<file path="src/rtl/core/mfp_pkg.sv">
// mfp_pkg: shared types, codes and helpers for the message frame parser
`timescale 1ns / 1ps

package mfp_pkg;

    // parser phase, one-hot
    typedef enum logic [5:0] {
        PH_IDLE  = 6'b000001,
        PH_HEAD  = 6'b000010,
        PH_INT   = 6'b000100,
        PH_DBL   = 6'b001000,
        PH_SHDR  = 6'b010000,
        PH_SDATA = 6'b100000
    } mfp_phase_t;

    // result kinds
    localparam logic [2:0] KIND_INT   = 3'd0;
    localparam logic [2:0] KIND_DBL   = 3'd1;
    localparam logic [2:0] KIND_SHDR  = 3'd2;
    localparam logic [2:0] KIND_SBYTE = 3'd3;
    localparam logic [2:0] KIND_DONE  = 3'd4;
    localparam logic [2:0] KIND_ERROR = 3'd5;

    // error codes
    localparam logic [3:0] ERR_NONE       = 4'd0;
    localparam logic [3:0] ERR_SHORT      = 4'd1;
    localparam logic [3:0] ERR_INTS       = 4'd2;
    localparam logic [3:0] ERR_DOUBLES    = 4'd3;
    localparam logic [3:0] ERR_STRINGS    = 4'd4;
    localparam logic [3:0] ERR_STR_HEADER = 4'd5;
    localparam logic [3:0] ERR_BAD_LENGTH = 4'd6;
    localparam logic [3:0] ERR_OVERRUN    = 4'd7;
    localparam logic [3:0] ERR_OVER_CAP   = 4'd8;

    // register map (word index from paddr[2])
    localparam logic REG_MAX_STR_LEN = 1'b0;
    localparam logic [31:0] MAX_STR_LEN_RESET = 32'd1048576;

    // framing constants
    localparam logic [31:0] HDR_BYTES      = 32'd12;
    localparam logic [31:0] STR_HDR_BYTES  = 32'd8;
    localparam logic [3:0]  BIE_INT_COUNT  = 4'd4;
    localparam logic [3:0]  BIE_DBL_COUNT  = 4'd8;
    localparam logic [3:0]  BIE_STR_COUNT  = 4'd12;
    localparam logic [3:0]  BIE_INT_END    = 4'd4;
    localparam logic [3:0]  BIE_DBL_END    = 4'd8;
    localparam logic [3:0]  BIE_SHDR_END   = 4'd8;

    // one result word
    typedef struct packed {
        logic [2:0]  kind;
        logic [63:0] value;
        logic [31:0] idx;
        logic [3:0]  err;
        logic        last;
    } mfp_result_t;

    function automatic mfp_result_t make_result(
        input logic [2:0]  kind,
        input logic [63:0] value,
        input logic [31:0] idx,
        input logic [3:0]  err,
        input logic        last
    );
        mfp_result_t r;
        r.kind  = kind;
        r.value = value;
        r.idx   = idx;
        r.err   = err;
        r.last  = last;
        return r;
    endfunction

endpackage

</file>
<file path="src/rtl/core/message_frame_parser_core.sv">
// message_frame_parser_core: byte-serial message parser with result buffer
`timescale 1ns / 1ps

// Byte-wide message parser. The input channel (in_valid / in_stall) carries
// one message byte per word, with first_byte and msg_length sampled on the
// byte that opens a message. The output channel (out_valid / out_stall)
// carries one result per word: ints, double bits, string headers, string
// bytes, and a final done or error word flagged by last.
// Each accepted byte is parsed in the cycle it is accepted and its results
// (zero, one or two) are written into a four-entry result buffer, from which
// the output channel reads them in order.
// Throughput: one byte per cycle while in_stall is low. The input stalls only
// while the result buffer holds three or more words, so the second result of
// a byte is absorbed by the buffer and holds the input back only if the output side also stalls.
// Stalls on the output simply fill the buffer; nothing is dropped.
// Reset empties the buffer, returns the parser to idle (bytes dropped until
// a first_byte) and sets max_string_length to 1048576. The APB port has a
// single register, max_string_length, at byte address 0; pready is always 1.
module message_frame_parser_core
(
    input  logic        clk,
    input  logic        rst_n,
    // input channel
    input  logic        in_valid,
    output logic        in_stall,
    input  logic [7:0]  data_byte,
    input  logic        first_byte,
    input  logic [31:0] msg_length,
    // output channel
    output logic        out_valid,
    input  logic        out_stall,
    output logic [2:0]  out_kind,
    output logic [63:0] value,
    output logic [31:0] elem_index,
    output logic [3:0]  error_code,
    output logic        last,
    // configuration port
    input  logic        psel,
    input  logic        penable,
    input  logic        pwrite,
    input  logic [2:0]  paddr,
    input  logic [31:0] pwdata,
    output logic [31:0] prdata,
    output logic        pready
);

    localparam int BUF_DEPTH = 4;
    localparam int PTR_W     = $clog2(BUF_DEPTH);
    localparam int CNT_W     = $clog2(BUF_DEPTH + 1);
    localparam logic [CNT_W-1:0] STALL_LEVEL = CNT_W'(BUF_DEPTH - 2);

    // configuration register
    logic [31:0] max_len_reg;

    // parser state
    mfp_pkg::mfp_phase_t phase_reg, phase_next;
    logic [3:0]  bie_reg, bie_next;
    logic [63:0] shift_reg, shift_next;
    logic [31:0] rem_reg, rem_next;
    logic [31:0] int_cnt_reg, int_cnt_next;
    logic [31:0] dbl_cnt_reg, dbl_cnt_next;
    logic [31:0] str_cnt_reg, str_cnt_next;
    logic [31:0] elem_reg, elem_next;
    logic [31:0] sleft_reg, sleft_next;
    // header bound checks, worked out as each count arrives
    logic [31:0] hdr_rem_reg, hdr_rem_next;
    logic [31:0] rem1_reg, rem1_next;
    logic [31:0] rem2_reg, rem2_next;
    logic        err2_reg, err2_next;
    logic        err3_reg, err3_next;

    // per-byte working signals
    logic                in_acc;
    mfp_pkg::mfp_phase_t proc_phase;
    logic [3:0]          proc_bie;
    logic [63:0]         proc_shift;
    logic [31:0]         proc_rem;
    logic [31:0]         rem_dec;
    logic [63:0]         shift_sh;
    logic [3:0]          bie_inc;
    logic [31:0]         elem_inc;
    logic [31:0]         str_len;
    logic [31:0]         str_wr;
    logic                ns_go;
    logic                ns_slot1;
    logic [31:0]         ns_elem;
    mfp_pkg::mfp_result_t res0, res1, ns_res;
    logic                res0_vld, res1_vld, ns_vld;

    // result buffer
    mfp_pkg::mfp_result_t buf_reg [BUF_DEPTH];
    logic [PTR_W-1:0] wr_ptr_reg, wr_ptr_next;
    logic [PTR_W-1:0] rd_ptr_reg, rd_ptr_next;
    logic [CNT_W-1:0] cnt_reg, cnt_next;
    logic [PTR_W-1:0] wr_ptr_p1;
    logic             out_acc;
    mfp_pkg::mfp_result_t head;

    // apb access
    assign pready = 1'b1;
    assign prdata = (paddr[2] == mfp_pkg::REG_MAX_STR_LEN) ? max_len_reg : 32'd0;

    always_ff @(posedge clk or negedge rst_n)
    begin
        if (!rst_n)
        begin
            max_len_reg <= mfp_pkg::MAX_STR_LEN_RESET;
        end
        else if (psel && penable && pwrite && pready
                 && (paddr[2] == mfp_pkg::REG_MAX_STR_LEN))
        begin
            max_len_reg <= pwdata;
        end
    end

    // handshake
    assign in_stall = (cnt_reg > STALL_LEVEL);
    assign in_acc   = in_valid && !in_stall;
    assign out_valid = (cnt_reg != '0);
    assign out_acc   = out_valid && !out_stall;

    // parse one byte
    always_comb
    begin
        phase_next   = phase_reg;
        bie_next     = bie_reg;
        shift_next   = shift_reg;
        rem_next     = rem_reg;
        int_cnt_next = int_cnt_reg;
        dbl_cnt_next = dbl_cnt_reg;
        str_cnt_next = str_cnt_reg;
        elem_next    = elem_reg;
        sleft_next   = sleft_reg;
        hdr_rem_next = hdr_rem_reg;
        rem1_next    = rem1_reg;
        rem2_next    = rem2_reg;
        err2_next    = err2_reg;
        err3_next    = err3_reg;

        res0     = '0;
        res1     = '0;
        res0_vld = 1'b0;
        res1_vld = 1'b0;
        ns_res   = '0;
        ns_vld   = 1'b0;
        ns_go    = 1'b0;
        ns_slot1 = 1'b0;
        ns_elem  = '0;
        str_len  = '0;
        str_wr   = '0;

        proc_phase = in_acc ? phase_reg : mfp_pkg::PH_IDLE;
        proc_bie   = bie_reg;
        proc_shift = shift_reg;
        proc_rem   = rem_reg;

        // start of a new message
        if (in_acc && first_byte)
        begin
            elem_next    = '0;
            sleft_next   = '0;
            int_cnt_next = '0;
            dbl_cnt_next = '0;
            str_cnt_next = '0;
            if (msg_length < mfp_pkg::HDR_BYTES)
            begin
                res0 = mfp_pkg::make_result(mfp_pkg::KIND_ERROR, 64'd0, 32'd0,
                                            mfp_pkg::ERR_SHORT, 1'b1);
                res0_vld   = 1'b1;
                phase_next = mfp_pkg::PH_IDLE;
                proc_phase = mfp_pkg::PH_IDLE;
            end
            else
            begin
                proc_phase   = mfp_pkg::PH_HEAD;
                phase_next   = mfp_pkg::PH_HEAD;
                proc_bie     = '0;
                proc_shift   = '0;
                proc_rem     = msg_length;
                hdr_rem_next = msg_length - mfp_pkg::HDR_BYTES;
            end
        end

        rem_dec  = (proc_rem != '0) ? (proc_rem - 32'd1) : proc_rem;
        shift_sh = {proc_shift[55:0], data_byte};
        bie_inc  = proc_bie + 4'd1;
        elem_inc = elem_reg + 32'd1;

        if (proc_phase != mfp_pkg::PH_IDLE)
        begin
            rem_next = rem_dec;
        end

        unique case (proc_phase)
            mfp_pkg::PH_IDLE:
            begin
            end

            // string data bytes
            mfp_pkg::PH_SDATA:
            begin
                res0 = mfp_pkg::make_result(mfp_pkg::KIND_SBYTE, {56'd0, data_byte},
                                            shift_reg[31:0] - sleft_reg,
                                            mfp_pkg::ERR_NONE, 1'b0);
                res0_vld   = 1'b1;
                sleft_next = sleft_reg - 32'd1;
                if (sleft_reg == 32'd1)
                begin
                    elem_next = elem_inc;
                    ns_go     = 1'b1;
                    ns_slot1  = 1'b1;
                    ns_elem   = elem_inc;
                end
            end

            // three count words, bound checks built up as they land
            mfp_pkg::PH_HEAD:
            begin
                shift_next = shift_sh;
                bie_next   = bie_inc;
                if (bie_inc == mfp_pkg::BIE_INT_COUNT)
                begin
                    int_cnt_next = shift_sh[31:0];
                    err2_next    = shift_sh[31:0] > {2'b00, hdr_rem_reg[31:2]};
                    rem1_next    = hdr_rem_reg - {shift_sh[29:0], 2'b00};
                end
                else if (bie_inc == mfp_pkg::BIE_DBL_COUNT)
                begin
                    dbl_cnt_next = shift_sh[31:0];
                    err3_next    = shift_sh[31:0] > {3'b000, rem1_reg[31:3]};
                    rem2_next    = rem1_reg - {shift_sh[28:0], 3'b000};
                end
                else if (bie_inc == mfp_pkg::BIE_STR_COUNT)
                begin
                    str_cnt_next = shift_sh[31:0];
                    if (err2_reg)
                    begin
                        res0 = mfp_pkg::make_result(mfp_pkg::KIND_ERROR, 64'd0, 32'd0,
                                                    mfp_pkg::ERR_INTS, 1'b1);
                        res0_vld   = 1'b1;
                        phase_next = mfp_pkg::PH_IDLE;
                    end
                    else if (err3_reg)
                    begin
                        res0 = mfp_pkg::make_result(mfp_pkg::KIND_ERROR, 64'd0, 32'd0,
                                                    mfp_pkg::ERR_DOUBLES, 1'b1);
                        res0_vld   = 1'b1;
                        phase_next = mfp_pkg::PH_IDLE;
                    end
                    else if (shift_sh[31:0] > {3'b000, rem2_reg[31:3]})
                    begin
                        res0 = mfp_pkg::make_result(mfp_pkg::KIND_ERROR, 64'd0, 32'd0,
                                                    mfp_pkg::ERR_STRINGS, 1'b1);
                        res0_vld   = 1'b1;
                        phase_next = mfp_pkg::PH_IDLE;
                    end
                    else
                    begin
                        elem_next = '0;
                        bie_next  = '0;
                        if (int_cnt_reg != '0)
                        begin
                            phase_next = mfp_pkg::PH_INT;
                        end
                        else if (dbl_cnt_reg != '0)
                        begin
                            phase_next = mfp_pkg::PH_DBL;
                        end
                        else
                        begin
                            ns_go   = 1'b1;
                            ns_elem = '0;
                        end
                    end
                end
            end

            // 32-bit ints
            mfp_pkg::PH_INT:
            begin
                shift_next = shift_sh;
                bie_next   = bie_inc;
                if (bie_inc == mfp_pkg::BIE_INT_END)
                begin
                    res0 = mfp_pkg::make_result(mfp_pkg::KIND_INT, {32'd0, shift_sh[31:0]},
                                                elem_reg, mfp_pkg::ERR_NONE, 1'b0);
                    res0_vld = 1'b1;
                    bie_next = '0;
                    if (elem_inc >= int_cnt_reg)
                    begin
                        elem_next = '0;
                        if (dbl_cnt_reg != '0)
                        begin
                            phase_next = mfp_pkg::PH_DBL;
                        end
                        else
                        begin
                            ns_go    = 1'b1;
                            ns_slot1 = 1'b1;
                            ns_elem  = '0;
                        end
                    end
                    else
                    begin
                        elem_next = elem_inc;
                    end
                end
            end

            // 64-bit doubles as raw bits
            mfp_pkg::PH_DBL:
            begin
                shift_next = shift_sh;
                bie_next   = bie_inc;
                if (bie_inc == mfp_pkg::BIE_DBL_END)
                begin
                    res0 = mfp_pkg::make_result(mfp_pkg::KIND_DBL, shift_sh, elem_reg,
                                                mfp_pkg::ERR_NONE, 1'b0);
                    res0_vld = 1'b1;
                    bie_next = '0;
                    if (elem_inc >= dbl_cnt_reg)
                    begin
                        elem_next = '0;
                        ns_go     = 1'b1;
                        ns_slot1  = 1'b1;
                        ns_elem   = '0;
                    end
                    else
                    begin
                        elem_next = elem_inc;
                    end
                end
            end

            // string length and written byte count
            mfp_pkg::PH_SHDR:
            begin
                shift_next = shift_sh;
                bie_next   = bie_inc;
                str_len    = shift_sh[63:32];
                str_wr     = shift_sh[31:0];
                if (bie_inc == mfp_pkg::BIE_SHDR_END)
                begin
                    bie_next = '0;
                    if ((str_len == '0) || (str_wr >= str_len))
                    begin
                        res0 = mfp_pkg::make_result(mfp_pkg::KIND_ERROR, 64'd0, elem_reg,
                                                    mfp_pkg::ERR_BAD_LENGTH, 1'b1);
                        res0_vld   = 1'b1;
                        phase_next = mfp_pkg::PH_IDLE;
                    end
                    else if (str_wr > rem_dec)
                    begin
                        res0 = mfp_pkg::make_result(mfp_pkg::KIND_ERROR, 64'd0, elem_reg,
                                                    mfp_pkg::ERR_OVERRUN, 1'b1);
                        res0_vld   = 1'b1;
                        phase_next = mfp_pkg::PH_IDLE;
                    end
                    else if (str_len > max_len_reg)
                    begin
                        res0 = mfp_pkg::make_result(mfp_pkg::KIND_ERROR, 64'd0, elem_reg,
                                                    mfp_pkg::ERR_OVER_CAP, 1'b1);
                        res0_vld   = 1'b1;
                        phase_next = mfp_pkg::PH_IDLE;
                    end
                    else
                    begin
                        res0 = mfp_pkg::make_result(mfp_pkg::KIND_SHDR, {32'd0, str_wr},
                                                    elem_reg, mfp_pkg::ERR_NONE, 1'b0);
                        res0_vld = 1'b1;
                        if (str_wr == '0)
                        begin
                            elem_next = elem_inc;
                            ns_go     = 1'b1;
                            ns_slot1  = 1'b1;
                            ns_elem   = elem_inc;
                        end
                        else
                        begin
                            phase_next = mfp_pkg::PH_SDATA;
                            sleft_next = str_wr;
                        end
                    end
                end
            end

            default:
            begin
            end
        endcase

        // move on to the next string or close the message
        if (ns_go)
        begin
            if (ns_elem >= str_cnt_next)
            begin
                ns_res = mfp_pkg::make_result(mfp_pkg::KIND_DONE, 64'd0, 32'd0,
                                              mfp_pkg::ERR_NONE, 1'b1);
                ns_vld     = 1'b1;
                phase_next = mfp_pkg::PH_IDLE;
            end
            else if (rem_dec < mfp_pkg::STR_HDR_BYTES)
            begin
                ns_res = mfp_pkg::make_result(mfp_pkg::KIND_ERROR, 64'd0, ns_elem,
                                              mfp_pkg::ERR_STR_HEADER, 1'b1);
                ns_vld     = 1'b1;
                phase_next = mfp_pkg::PH_IDLE;
            end
            else
            begin
                phase_next = mfp_pkg::PH_SHDR;
                bie_next   = '0;
                shift_next = '0;
            end
            if (ns_slot1)
            begin
                res1     = ns_res;
                res1_vld = ns_vld;
            end
            else
            begin
                res0     = ns_res;
                res0_vld = ns_vld;
            end
        end
    end

    // parser control state
    always_ff @(posedge clk or negedge rst_n)
    begin
        if (!rst_n)
        begin
            phase_reg   <= mfp_pkg::PH_IDLE;
            bie_reg     <= '0;
            rem_reg     <= '0;
            int_cnt_reg <= '0;
            dbl_cnt_reg <= '0;
            str_cnt_reg <= '0;
            elem_reg    <= '0;
            sleft_reg   <= '0;
            err2_reg    <= 1'b0;
            err3_reg    <= 1'b0;
        end
        else
        begin
            phase_reg   <= phase_next;
            bie_reg     <= bie_next;
            rem_reg     <= rem_next;
            int_cnt_reg <= int_cnt_next;
            dbl_cnt_reg <= dbl_cnt_next;
            str_cnt_reg <= str_cnt_next;
            elem_reg    <= elem_next;
            sleft_reg   <= sleft_next;
            err2_reg    <= err2_next;
            err3_reg    <= err3_next;
        end
    end

    // parser data path
    always_ff @(posedge clk)
    begin
        shift_reg   <= shift_next;
        hdr_rem_reg <= hdr_rem_next;
        rem1_reg    <= rem1_next;
        rem2_reg    <= rem2_next;
    end

    // result buffer pointers
    assign wr_ptr_p1 = wr_ptr_reg + PTR_W'(1);

    always_comb
    begin
        wr_ptr_next = wr_ptr_reg;
        rd_ptr_next = rd_ptr_reg;
        cnt_next    = cnt_reg;
        if (res0_vld && res1_vld)
        begin
            wr_ptr_next = wr_ptr_reg + PTR_W'(2);
            cnt_next    = cnt_next + CNT_W'(2);
        end
        else if (res0_vld)
        begin
            wr_ptr_next = wr_ptr_p1;
            cnt_next    = cnt_next + CNT_W'(1);
        end
        if (out_acc)
        begin
            rd_ptr_next = rd_ptr_reg + PTR_W'(1);
            cnt_next    = cnt_next - CNT_W'(1);
        end
    end

    always_ff @(posedge clk or negedge rst_n)
    begin
        if (!rst_n)
        begin
            wr_ptr_reg <= '0;
            rd_ptr_reg <= '0;
            cnt_reg    <= '0;
        end
        else
        begin
            wr_ptr_reg <= wr_ptr_next;
            rd_ptr_reg <= rd_ptr_next;
            cnt_reg    <= cnt_next;
        end
    end

    // result buffer storage
    always_ff @(posedge clk)
    begin
        if (res0_vld)
        begin
            buf_reg[wr_ptr_reg] <= res0;
        end
        if (res1_vld)
        begin
            buf_reg[wr_ptr_p1] <= res1;
        end
    end

    // output word
    assign head       = buf_reg[rd_ptr_reg];
    assign out_kind   = head.kind;
    assign value      = head.value;
    assign elem_index = head.idx;
    assign error_code = head.err;
    assign last       = head.last;

endmodule

</file>
<file path="config.mk">
export PLATFORM = sky130hd
export DESIGN_NAME = message_frame_parser_core
export DESIGN_NICKNAME = d
export VERILOG_FILES = /design/src/rtl/core/mfp_pkg.sv /design/src/rtl/core/message_frame_parser_core.sv
export SDC_FILE = /design/constraint.sdc
export NUM_CORES = 2
export LEC_CHECK = 0
export BUFFER_PORTS_ARGS = -buffer_cell sky130_fd_sc_hd__buf_2
export CAP_MARGIN = 20
export CORE_MARGIN = 2
export CORE_UTILIZATION = 55
export CTS_CLUSTER_DIAMETER = 40
export DETAILED_ROUTE_END_ITERATION = 6
export PLACE_DENSITY = 0.7
export SYNTH_ARGS = -nofsm -noshare
export SYNTH_HDL_FRONTEND = slang
export SYNTH_SLANG_ARGS = --single-unit
</file>
<file path="constraint.sdc">
create_clock -name clk -period 14.55 [get_ports clk]
set_input_delay 1.455 -clock clk [delete_from_list [all_inputs] [get_ports clk]]
set_output_delay 1.455 -clock clk [all_outputs]
set_load 0.02 [all_outputs]
</file>
==> results by group <==
STA
  – Setup Total Neg Slack: 0 ns
  – Slew HR: 0.202
  – Period utilization: 0.894
  – Count of final hold-check violations: 0
  – Worst Skew: approximately 0.038 ns
  – Worst Tran Pin Value: between 1 and 1.5 ns
  – Fmax: 76.9 MHz
  – Pins Over Slew Limit: 0
  – Minimum clock period: 13.00 ns
  – Setup-failing EPs final: 0
  – RSZ-0062 raised after global routing: false

Cells and area
  – Max reg flops: around 410
  – Share of layout cells above drive strength 1: 0.136
  – Final Cell Area: approximately 0.057 mm²
  – # nets final: between 6000 and 7000
  – Final Util: 0.631
  – Area delta synth->final: 14.1%
  – # fillers: roughly 7500
  – Finished Layout Cells: ~7100

Floorplan
  – Floorplan die height: ~300 µm
  – Ports: 222
  – Initial Utilization: 0.553
  – Die area: 0.0926 mm²
  – Row count: 110
  – Die X: about 300 µm
  – Core ar.: roughly 0.090 mm²

Setup path
  – Crit-path slowest cell: nor4_4
  – Crit Path Class: in -> reg
  – CP endpoint kind: register
  – CP top delay family: compound AO/OA/AOI/OAI gates
  – Critical path buffers and inverters: 6
  – Worst r2r src: cnt_reg[0]
  – CP peak stage delay: roughly 0.86 ns
  – Worst Setup SP: msg_length[5]
  – Crit-path max FO: 39
  – WP data arrival: between 10 and 15 ns
  – CP startpoint kind: input port
  – Most used cell, CP: a21o_1
  – WP data required: 15.23 ns

Global route
  – Vias in the first global route: ~42000
  – Largest net degree at the start of global routing: 97
  – Antenna violations before repair: 7
  – Grt ovf: 0
  – First-pass GRT wire length: 258000 µm
  – Overall global routing resource usage: 0.365

Clocking
  – Setup bufs post-CTS: 0
  – Worst-path clk slew: 0.06 ns
  – Worst-Skew Late Latency: about 0.74 ns
  – CTS Root Cell: clkbuf_16
  – Clock Path Buffers: 3
  – Num CTS Buffers: 132
  – CTS HTree Levels: 4
  – # resized after CTS: 0
  – TritonCTS clock tree: done
  – Hold_buf cts: 0
  – Clk sinks: ~800

Drt
  – WL final: between 150000 and 200000 µm
  – Antenna-violating nets left: 0
  – Vias: ~45000
  – TritonRoute pass-1 iters: 7
  – Via density: 6.31
  – DRC Markers: 0
  – Routed wire length per instance: between 20 and 25 µm
  – Starting DRC count in detailed routing: ~5400

Logic synthesis
  – Cell taking the most area after synthesis: edfxtp_1
  – EDFF count, synth: around 230
  – FFs w/ async S/R, synth: 0.304
  – Top cells by area, synth: edfxtp_1, dfxtp_1, dfrtp_1, ha_1, nand2_1
  – Post-Syn Instances: 5601
  – Register area share after synthesis: 0.394
  – Mapped Avg Cell Area: 8.86 µm²
  – Yosys reg bits: ~800
  – Top FF cell, synth: dfxtp_1
  – Synth Warn #: 0
  – Distinct cell type count after synthesis: 99
  – Netlist Area Pre-Place: ~0.05 mm²
  – Share of the synthesized area in the top cell type: 0.140
  – Syn Nets: just over 6000

Min path
  – Worst Hold Class: reg -> reg
  – Min-delay src: buf_reg[3][94]

Place
  – DP HPWL: around 120000 µm
  – Placer Congestion: between 1 and 1.5
  – DP Area: 0.0521 mm²
  – # port buffers: around 220
  – Dpl cells: ~7000

Pwr
  – Total power: 9.43 mW
  – LEAKAGE: roughly 24 nW
  – Pwr Density: around 170 mW/mm²
  – Worst vdd ir: between 0.0001 and 0.00015 V

Job
  – Max-Cap Viols: 0

Status
  – Status: complete, no violations
## final timing paths
| check | cells after the start | slack (ns) | endpoint |
|---|---|---|---|
| max in group asynchronous | 3 | 11.77 | int_cnt_reg[29] |
| worst min register to register | 2 | 0.45 | buf_reg[3][94] |
| worst max register to register | 44 | 1.58 | buf_reg[0][82] |
| worst max-delay path | 44 | 1.55 | buf_reg[0][82] |
| min in group asynchronous | 1 | 0.73 | rem_reg[0] |
| worst min-delay path | 2 | 0.45 | buf_reg[3][94] |
## cell type report
| cell class | count | area (µm²) | share of cell area |
|---|---|---|---|
| Inverter | 439 | 1650 | 0.0291 |
| Clock buffer | 168 | 3690 | 0.0651 |
| Timing Repair Buffer | 359 | 2190 | 0.0387 |
| Sequential cell | 799 | 19500 | 0.345 |
| Clock inverter | 75 | 823 | 0.0145 |
| Antenna cell | 4 | 10.0 | 0.000177 |
| Multi-Input combinational cell | 4048 | 27200 | 0.481 |
| Tap cell | 1176 | 1470 | 0.0260 |
## cells in the final DEF (no fill, tap or decap), types with 41 or more instances in the layout
cell type and instances:
o21ai_0 314, buf_2 217, dfrtp_1 239, o2bb2ai_1 54, o22ai_1 93, nor3_1 100, xor2_1 66, a21oi_1 520
mux4_2 103, edfxtp_1 232, clkbuf_16 138, dfxtp_1 324, nand3_1 193, a21o_1 107, inv_1 438, xnor2_1 88
nand2_1 784, nand4_1 62, o21a_1 41, nor2_1 372, ha_1 382, buf_4 136, and2_1 44, a22o_1 46
nor4_1 65
## worst reg2reg max path: cells and delay by family (launching register included)
family                   cells  cell delay [ns]
AO/OA/AOI/OAI               23             7.23
XOR/XNOR                     1             0.17
adder cells (fa/ha/maj)      4             0.94
buffers and inverters        6             1.22
flip-flops                   1             0.40
multiplexers                 2             0.50
AND/OR/NAND/NOR              8             2.49
## synth_stat cells, types with 46 or more instances
library cell,n
a21o_1,107
a21oi_1,521
a22o_1,46
buf_2,65
clkbuf_1,197
dfrtp_1,241
dfxtp_1,324
edfxtp_1,232
ha_1,382
inv_1,438
mux4_2,103
nand2_1,786
nand3_1,193
nand4_1,62
nor2_1,375
nor3_1,101
nor4_1,68
o21ai_0,314
o22ai_1,93
o2bb2ai_1,54
xnor2_1,88
xor2_1,66
## report_power, final
part | total [mW] | switching, mW | internal (mW)
Combinational | 3.59 | 2.27 | 1.32
Clock | 3.16 | 1.19 | 1.97
Sequential | 2.68 | 0.227 | 2.46
Total | 9.43 | 3.69 | 5.75
## through the flow
stage | hold WS (ns) | setup WS [ns]
after global routing | 0.463 | 0.683
after floorplan | 0.433 | 1.89
after CTS | 0.451 | 1.85
after detailed placement | 0.444 | 1.15
final | 0.450 | 1.55
after global placement | 0.439 | 1.24
## per-layer routing
metal / track usage / part of all wire
met1: 0.483 / 0.39
met2: 0.574 / 0.45
met3: 0.0631 / 0.097
met4: 0.196 / 0.059
met5: 0 / 0
## kinds of logic after synthesis
logic type | count (synthesis) | share of synthesized area
buf+inv | 754 | 0.0597
mux | 174 | 0.0620
flops | 799 | 0.394
fa+ha+maj | 385 | 0.0976
compound gates | 1491 | 0.189
xor+xnor | 155 | 0.0276
simple gates | 1842 | 0.170
other cells | 1 | 0.0000756
No activity file was read; power rests on OpenSTA's default activity.
